`src/rtl/mmb_pkg.sv`:
```
// ----------------------------------------------------------------------------
// mmb_pkg
// Constants and helpers for the model matrix builder.
// ----------------------------------------------------------------------------
package mmb_pkg;

    localparam int FRAC_BITS_DEF = 16;
    localparam int DEG_FULL      = 23040;
    localparam int DEG_QUAD      = 5760;
    localparam int CORDIC_STEPS  = 16;
    localparam int CORDIC_GAIN   = 652032874;

    // atan(2^-i) in degrees * 65536
    function automatic logic signed [23:0] atan_deg(input logic [3:0] i);
        logic signed [23:0] v;
        unique case (i)
            4'd0:  v = 24'sd2949120;
            4'd1:  v = 24'sd1740967;
            4'd2:  v = 24'sd919879;
            4'd3:  v = 24'sd466945;
            4'd4:  v = 24'sd234379;
            4'd5:  v = 24'sd117304;
            4'd6:  v = 24'sd58666;
            4'd7:  v = 24'sd29335;
            4'd8:  v = 24'sd14668;
            4'd9:  v = 24'sd7334;
            4'd10: v = 24'sd3667;
            4'd11: v = 24'sd1833;
            4'd12: v = 24'sd917;
            4'd13: v = 24'sd458;
            4'd14: v = 24'sd229;
            default: v = 24'sd115;
        endcase
        return v;
    endfunction

    // 64-bit signed value saturated to 32 bits
    function automatic logic signed [31:0] sat32(input logic signed [63:0] v);
        logic signed [31:0] r;
        if (v > 64'sd2147483647) begin
            r = 32'sh7fffffff;
        end else if (v < -64'sd2147483648) begin
            r = 32'sh80000000;
        end else begin
            r = v[31:0];
        end
        return r;
    endfunction

endpackage

```
`src/rtl/mmb_sincos.sv`:
```
// ----------------------------------------------------------------------------
// mmb_sincos
// Pipelined angle reduction and 16-step CORDIC; Q1.14 sine and cosine.
// One stage per CORDIC step, two stages for reduction, one for rounding.
// ----------------------------------------------------------------------------
module mmb_sincos (
    input  logic               i_clk,
    input  logic               i_en,
    input  logic signed [15:0] i_angle,
    output logic signed [15:0] o_sin,
    output logic signed [15:0] o_cos
);

    localparam int NS = mmb_pkg::CORDIC_STEPS;

    // reduction: stage A mod 23040, stage B quadrant split
    logic [14:0] r_red;
    logic [14:0] n_red;
    logic [1:0]  r_q0;
    logic [12:0] r_a;
    logic signed [17:0] w_m;

    always_comb begin
        // angle + 2*23040 is in 13312..78847; subtract up to three times 23040
        w_m = 18'(i_angle) + 18'sd46080;
        if (w_m >= 18'sd69120) begin
            n_red = 15'(w_m - 18'sd69120);
        end else if (w_m >= 18'sd46080) begin
            n_red = 15'(w_m - 18'sd46080);
        end else if (w_m >= 18'sd23040) begin
            n_red = 15'(w_m - 18'sd23040);
        end else begin
            n_red = 15'(w_m);
        end
    end

    always_ff @(posedge i_clk) begin
        if (i_en) begin
            r_red <= n_red;
            if (r_red >= 15'd17280) begin
                r_q0 <= 2'd3;
                r_a  <= 13'(r_red - 15'd17280);
            end else if (r_red >= 15'd11520) begin
                r_q0 <= 2'd2;
                r_a  <= 13'(r_red - 15'd11520);
            end else if (r_red >= 15'd5760) begin
                r_q0 <= 2'd1;
                r_a  <= 13'(r_red - 15'd5760);
            end else begin
                r_q0 <= 2'd0;
                r_a  <= 13'(r_red);
            end
        end
    end

    logic signed [31:0] r_x [NS+1];
    logic signed [31:0] r_y [NS+1];
    logic signed [24:0] r_z [NS+1];
    logic [1:0]         r_q [NS+1];

    always_comb begin
        r_x[0] = 32'(mmb_pkg::CORDIC_GAIN);
        r_y[0] = '0;
        r_z[0] = 25'({r_a, 10'd0});
        r_q[0] = r_q0;
    end

    for (genvar g = 0; g < NS; g++) begin : g_step
        logic signed [31:0] r_xs;
        logic signed [31:0] r_ys;
        logic signed [24:0] r_zs;
        logic [1:0]         r_qs;
        always_ff @(posedge i_clk) begin
            if (i_en) begin
                r_qs <= r_q[g];
                if (r_z[g] >= 0) begin
                    r_xs <= r_x[g] - (r_y[g] >>> g);
                    r_ys <= r_y[g] + (r_x[g] >>> g);
                    r_zs <= r_z[g] - 25'(mmb_pkg::atan_deg(4'(g)));
                end else begin
                    r_xs <= r_x[g] + (r_y[g] >>> g);
                    r_ys <= r_y[g] - (r_x[g] >>> g);
                    r_zs <= r_z[g] + 25'(mmb_pkg::atan_deg(4'(g)));
                end
            end
        end
        assign r_x[g+1] = r_xs;
        assign r_y[g+1] = r_ys;
        assign r_z[g+1] = r_zs;
        assign r_q[g+1] = r_qs;
    end

    logic signed [31:0] w_cr;
    logic signed [31:0] w_sr;
    logic signed [15:0] w_c;
    logic signed [15:0] w_s;

    always_comb begin
        w_cr = (r_x[NS] + 32'sd32768) >>> 16;
        w_sr = (r_y[NS] + 32'sd32768) >>> 16;
        w_c  = (w_cr < 0) ? 16'sd0 : ((w_cr > 32'sd16384) ? 16'sd16384 : 16'(w_cr));
        w_s  = (w_sr < 0) ? 16'sd0 : ((w_sr > 32'sd16384) ? 16'sd16384 : 16'(w_sr));
    end

    always_ff @(posedge i_clk) begin
        if (i_en) begin
            unique case (r_q[NS])
                2'd0: begin o_sin <= w_s;  o_cos <= w_c;  end
                2'd1: begin o_sin <= w_c;  o_cos <= -w_s; end
                2'd2: begin o_sin <= -w_s; o_cos <= -w_c; end
                default: begin o_sin <= -w_c; o_cos <= w_s; end
            endcase
        end
    end

endmodule

```
`config.mk`:
```
export PLATFORM = sky130hd
export DESIGN_NAME = mmb_sincos
export DESIGN_NICKNAME = d
export VERILOG_FILES = /design/src/rtl/mmb_pkg.sv /design/src/rtl/mmb_sincos.sv
export SDC_FILE = /design/constraint.sdc
export NUM_CORES = 2
export LEC_CHECK = 0
export BUFFER_PORTS_ARGS = -buffer_cell sky130_fd_sc_hd__buf_4
export CAP_MARGIN = 20
export CORE_ASPECT_RATIO = 1.75
export CORE_MARGIN = 4
export CORE_UTILIZATION = 51
export DETAILED_ROUTE_END_ITERATION = 10
export GPL_ROUTABILITY_DRIVEN = 0
export HOLD_SLACK_MARGIN = 0.05
export PLACE_DENSITY = 0.66
export SYNTH_ARGS = -nofsm -noshare
export SYNTH_HDL_FRONTEND = slang
export SYNTH_SLANG_ARGS = --single-unit
```
`constraint.sdc`:
```
create_clock -name i_clk -period 5.9 [get_ports i_clk]
set_input_delay 1.475 -clock i_clk [delete_from_list [all_inputs] [get_ports i_clk]]
set_output_delay 1.475 -clock i_clk [all_outputs]
set_load 0.05 [all_outputs]
```
-- After elaboration in Yosys (flattened, before gate mapping)
Index checks and enable logic that the tools add are counted.
W data, S select, Z words.
- $add $sub $neg: 101
- magnitude comparators: 26
- equal/unequal tests: 2
- multiplexer cells: 60
- reduce and logical (&&, ||, !) cells: 2
- operator list (kind ; count):
    $mux W32 ; 31
    $ge A25 B1 Y1 const B ; 15
    $mux W25 ; 15
    $pmux W16 S3 ; 2
    $add A32 B17 Y32 ; 2
    $add A32 B17 Y32 const B ; 2
    $add A32 B18 Y32 ; 2
    $add A32 B19 Y32 ; 2
    $add A32 B20 Y32 ; 2
    $add A32 B21 Y32 ; 2
    $add A32 B22 Y32 ; 2
    $add A32 B23 Y32 ; 2
    $add A32 B24 Y32 ; 2
    $add A32 B25 Y32 ; 2
    $add A32 B26 Y32 ; 2
    $add A32 B27 Y32 ; 2
    $add A32 B28 Y32 ; 2
    $add A32 B29 Y32 ; 2
    $add A32 B30 Y32 ; 2
    $mux W16 ; 4
    $sub A32 B17 Y32 ; 2
    $sub A32 B18 Y32 ; 2
    $sub A32 B19 Y32 ; 2
    $sub A32 B20 Y32 ; 2
    67 further kinds ; 86
- flip-flop bits (word level): 1461
- output and inout bits: 32

-- Longest topological paths before layout
- depth in word-level cells: 6
- gate-level depth with buffers: 24
- mapped depth without buffers: 23

-- Worst setup path after synthesis
No wires, ideal clock.
- path type: register -> register
- start point: register g_step[7].r_xs[10]
- end point: register g_step[8].r_ys[31] (data pin)
- data arrival time: 4.713 ns
- slack: 0.927 ns
- cell stages (with the launch flop): 19
- buffers on the path: 0
- path through: edfxtp_1 or3_1 or3b_2 or4_1 or3_1 or3_1 o31ai_1 xnor2_1 ha_1 o21ai_0 nand2b_1 and2_1 o21a_1 a21boi_0 o21bai_1 o41ai_1 o21ai_0 a21oi_1 xnor2_1
- word-level cells in the longest chain between the ends: 2
- elaborated cells between the ends (all ways): 3
- ends and longest elaborated chain (item ; RTL line ; source):
    start: declaration ; mmb_sincos.sv:69 ; logic signed [31:0] r_xs;
    start signal: assignment ; mmb_sincos.sv:77 ; r_xs <= r_x[g] - (r_y[g] >>> g);
    start signal: assignment ; mmb_sincos.sv:81 ; r_xs <= r_x[g] + (r_y[g] >>> g);
    $sub A32 B24 Y32 or $add A32 B24 Y32 (tied branches) ; mmb_sincos.sv:82, mmb_sincos.sv:78 ;
    $mux W32 (*) ; mmb_sincos.sv:76 ; if (r_z[g] >= 0) begin
    end signal: assignment ; mmb_sincos.sv:78 ; r_ys <= r_y[g] + (r_x[g] >>> g);
    end signal: assignment ; mmb_sincos.sv:82 ; r_ys <= r_y[g] - (r_x[g] >>> g);
    end: declaration ; mmb_sincos.sv:70 ; logic signed [31:0] r_ys;
Every way passes the cells marked *; elsewhere a longest branch is shown, timed or not.
A chain may end at the register's enable or synchronous reset.

-- Worst setup path after layout
- start point: register g_step[9].r_xs[10]
- end point: register g_step[10].r_ys[30] (data pin)
- word-level cells in the longest chain between the ends: 2
- elaborated cells between the ends (all ways): 3
- ends and longest elaborated chain (item ; RTL line):
    start: declaration ; mmb_sincos.sv:69
    start signal: assignment ; mmb_sincos.sv:77
    start signal: assignment ; mmb_sincos.sv:81
    $sub A32 B22 Y32 or $add A32 B22 Y32 (tied branches) ; mmb_sincos.sv:82, mmb_sincos.sv:78
    $mux W32 (*) ; mmb_sincos.sv:76
    end signal: assignment ; mmb_sincos.sv:78
    end signal: assignment ; mmb_sincos.sv:82
    end: declaration ; mmb_sincos.sv:70
Marks and branches as above.

==> flow_metrics.py <==
metrics = {
    "logic_synthesis": {
        "syn_inst": 10600,
        "yosys-top-cells-area": "edfxtp_1 37%, ha_1 14%, xnor2_1 8.8%, xor2_1 4.6%, a21oi_1 3.9%",
        "ys_seq_elements": 1278,
        "synth_area_mm2": 0.104,
        "netlist_top_cells_count": "1278 x edfxtp_1, 1164 x ha_1, 1036 x xnor2_1, 813 x a21oi_1, 764 x nor2_1",
        "synth_nets": 11800,
        "yosysWarnings": 0,
        "yosysTopAreaCell": "edfxtp_1",
        "post-synth-top-count-cell": "edfxtp_1",
        "synth_seq_area_share_pct": 37.0,
        "syn_avg_cell_area_um2": 9.82,
        "yosys.cell_types.count": 90,
        "synth_top_area_share_pct": 37.0,
        "ys.flop_type": "edfxtp_1",
        "synth_edf_count": 1278,
        "postSynth.asyncResetShare_pct": 0,
    },
    "grt": {
        "met2_usage_pct": 55.7,
        "globalRouteMet3Util_pct": 3.87,
        "grt_usage_pct": 28.1,
        "use_met1_pct": 21.7,
        "antenna_found_initial": 5,
        "grt_overflow": 0,
        "grt_busiest_layer": "met2",
        "grt_pass1_wl_mm": 460,
        "grt_pass1_vias": 84600,
        "grt_max_degree": 161,
    },
    "routing": {
        "vias": 82100,
        "drc": 0,
        "drtPass1Iterations": 5,
        "wire_per_inst_um": 22.5,
        "initialDrtViolationCount": 4307,
        "routed_wl_mm": 303,
        "vias_per_cell": 6.10,
        "ant_nets": 0,
    },
    "cts": {
        "clkLatencyLatePin_ns": 0.86,
        "cts_root_buffer": "clkbuf_16",
        "clk_pin_slew_worst_paths_ns": 0.06,
        "clock-sinks": 1278,
        "post-cts-setup-buffers": 0,
        "cts_tree": "done",
        "clockBufferDepth": 4,
        "cts_buffers": 142,
        "h-tree-depth": 4,
    },
    "critical_path": {
        "cp.arrival_ns": 6.17,
        "r2r_slack_ns": 0.27,
        "reg2reg_to": "g_step[10].r_ys[30]",
        "cp-end-kind": "flop",
        "cp.required_ns": 6.44,
        "worstPathMaxFanout": 5,
        "crit_type": "reg2reg",
        "timing.rr.start": "g_step[9].r_xs[10]",
        "start_kind": "flop",
        "startpoint": "g_step[9].r_xs[10]",
        "r2r_cells": 17,
    },
    "job": {
        "cap_viol_max_count": 0,
    },
    "place": {
        "portBuffers": 49,
        "post-place-ws_ns": 0.225,
        "dp_hpwl_mm": 242,
    },
    "cells_and_area": {
        "layout.nets": 11900,
        "syn_to_final_growth_pct": 8.58,
        "nFillCells": 17500,
        "drive_above_1_share_pct": 4.87,
    },
    "floorplan": {
        "core-area_mm2": 0.202,
        "ios": 50,
        "start_util_pct": 51.3,
        "die_w_um": 349,
        "rows": 218,
        "die_area_mm2": 0.211,
        "die_y_um": 604,
    },
    "sta": {
        "worstMarginPinSlew_ns": 1.09,
        "fmax_mhz": 178,
        "skew_ns": 0.0705,
        "drv_slew": 0,
        "setup_violations": 0,
        "period_share_pct": 95.4,
        "rsz0062_at_grt": "false",
        "tns_ns": 0,
        "fin_ws_ns": 0.274,
        "period_minus_slack_ns": 5.63,
        "slew_headroom_pct": 26.8,
        "finalHoldViolCount": 0,
    },
    "worst_hold_path": {
        "min_to": "g_step[8].r_zs[1]",
        "min_path_cells": 0,
        "hold_class": "reg2reg",
        "holdCritStartpoint": "g_step[7].r_zs[1]",
    },
    "outcome": {
        "status": "finished clean",
    },
}
==> flip-flops by register name, summed over array words and instances (netlist names) <==
| signal | cells |
|---|---|
| o_sin | 16 |
| g_step.r_xs | 432 |
| g_step.r_qs | 32 |
| g_step.r_zs | 320 |
| o_cos | 16 |
| r_red | 15 |
| r_q0 | 2 |
| g_step.r_ys | 432 |
| r_a | 13 |
==> routing by layer <==
layer | up-vias | share of wire, %
li1 | 39600 | -
met1 | 39000 | 29
met2 | 2176 | 54
met3 | 1330 | 3.4
met4 | 0 | 13
met5 | - | 0
==> cell type report <==
class | count | area [µm²] | share of cell area, %
clock inverters | 88 | 888 | 0.790
well taps | 2640 | 3300 | 2.94
flip-flops and latches | 1278 | 38400 | 34.1
multi-input cells | 8715 | 63200 | 56.1
repair buffers | 180 | 1540 | 1.37
diodes | 3 | 7.51 | 0.00667
inverters | 413 | 1550 | 1.38
clock buffers | 159 | 3680 | 3.27
==> per-stage QoR <==
| step | instance area [µm²] | cells | hold WS [ns] | util, % |
|---|---|---|---|---|
| 3_3_place_gp | 108000 | 13200 | 0.401 | 53.4 |
| 4_1_cts | 112000 | 13500 | 0.414 | 55.7 |
| 2_1_floorplan | 104000 | 10600 | 0.400 | - |
| 3_5_place_dp | 108000 | 13200 | 0.405 | 53.4 |
| 5_1_grt | 112000 | 13500 | 0.422 | 55.7 |
| 6_report | 112000 | 13500 | 0.409 | 55.7 |
==> worst max-delay path by stage <==
stage	end	cells after the start
after floorplan	g_step[8].r_ys[31]	18
after global placement	g_step[10].r_ys[30]	18
after detailed placement	g_step[10].r_ys[30]	17
after CTS	g_step[10].r_ys[30]	17
after global routing	g_step[10].r_ys[30]	17
final	g_step[10].r_ys[30]	17
==> logic make-up (layout without fill, tap and decap cells) <==
family | Yosys count | count (layout) | synth area share [%]
multiplexers | 59 | 59 | 0.574
flip-flops | 1278 | 1278 | 37.0
buffers and inverters | 560 | 840 | 2.03
other | 0 | 3 | 0
AO/OA/AOI/OAI | 3034 | 3034 | 18.7
adder cells (fa/ha/maj) | 1198 | 1198 | 14.7
XOR/XNOR | 1586 | 1586 | 13.4
AND/OR/NAND/NOR | 2838 | 2838 | 13.5
==> critical path, stage by stage (launching register included) <==
cell and delay [ns]:
edfxtp_1 0.44, or3_1 0.45, or3b_2 0.52, or4_1 0.58, or3_1 0.46, o31ai_1 0.28, xnor2_1 0.16, ha_1 0.29
and2_1 0.17, nand2_1 0.12, nor3_1 0.07, a211o_1 0.33, o311a_1 0.35, a31oi_1 0.27, nor4b_2 0.37, o31ai_1 0.19
mux2i_1 0.19, nand3_1 0.08
==> cell usage in the layout (no fill, tap or decap), types with 28 or more instances in the layout <==
master        n
nor2_1      764
nand2_1     661
and3_1       84
o31ai_1     184
mux2i_1      56
a31oi_1      75
ha_1       1164
nor3b_1      28
nor2b_1     155
clkbuf_16   145
a21o_1      421
edfxtp_1   1278
xor2_1      549
o211ai_1     65
xnor2_1    1036
nor4_1       55
and2_1       59
o21a_1      174
or3_1       143
or2_2        64
a21boi_0     42
nand2b_1    188
nand3_1     206
a31o_2       30
a211oi_1     65
clkinv_1     30
inv_1       405
buf_4       163
nor3_1      222
or4_1        65
nand4_1      56
o21ai_0     708
a21oi_1     813
o21bai_1    119
fa_1         34
o41ai_1      82
==> what timing repair did <==
action	CTS	global route
setup endpoints to repair	0	5
gates resized for setup	0	3
hold buffers	0	0
Power is left out: the tool's default activity adds up to more than one toggle a clock period on the data nets, which glitch-free logic cannot reach.
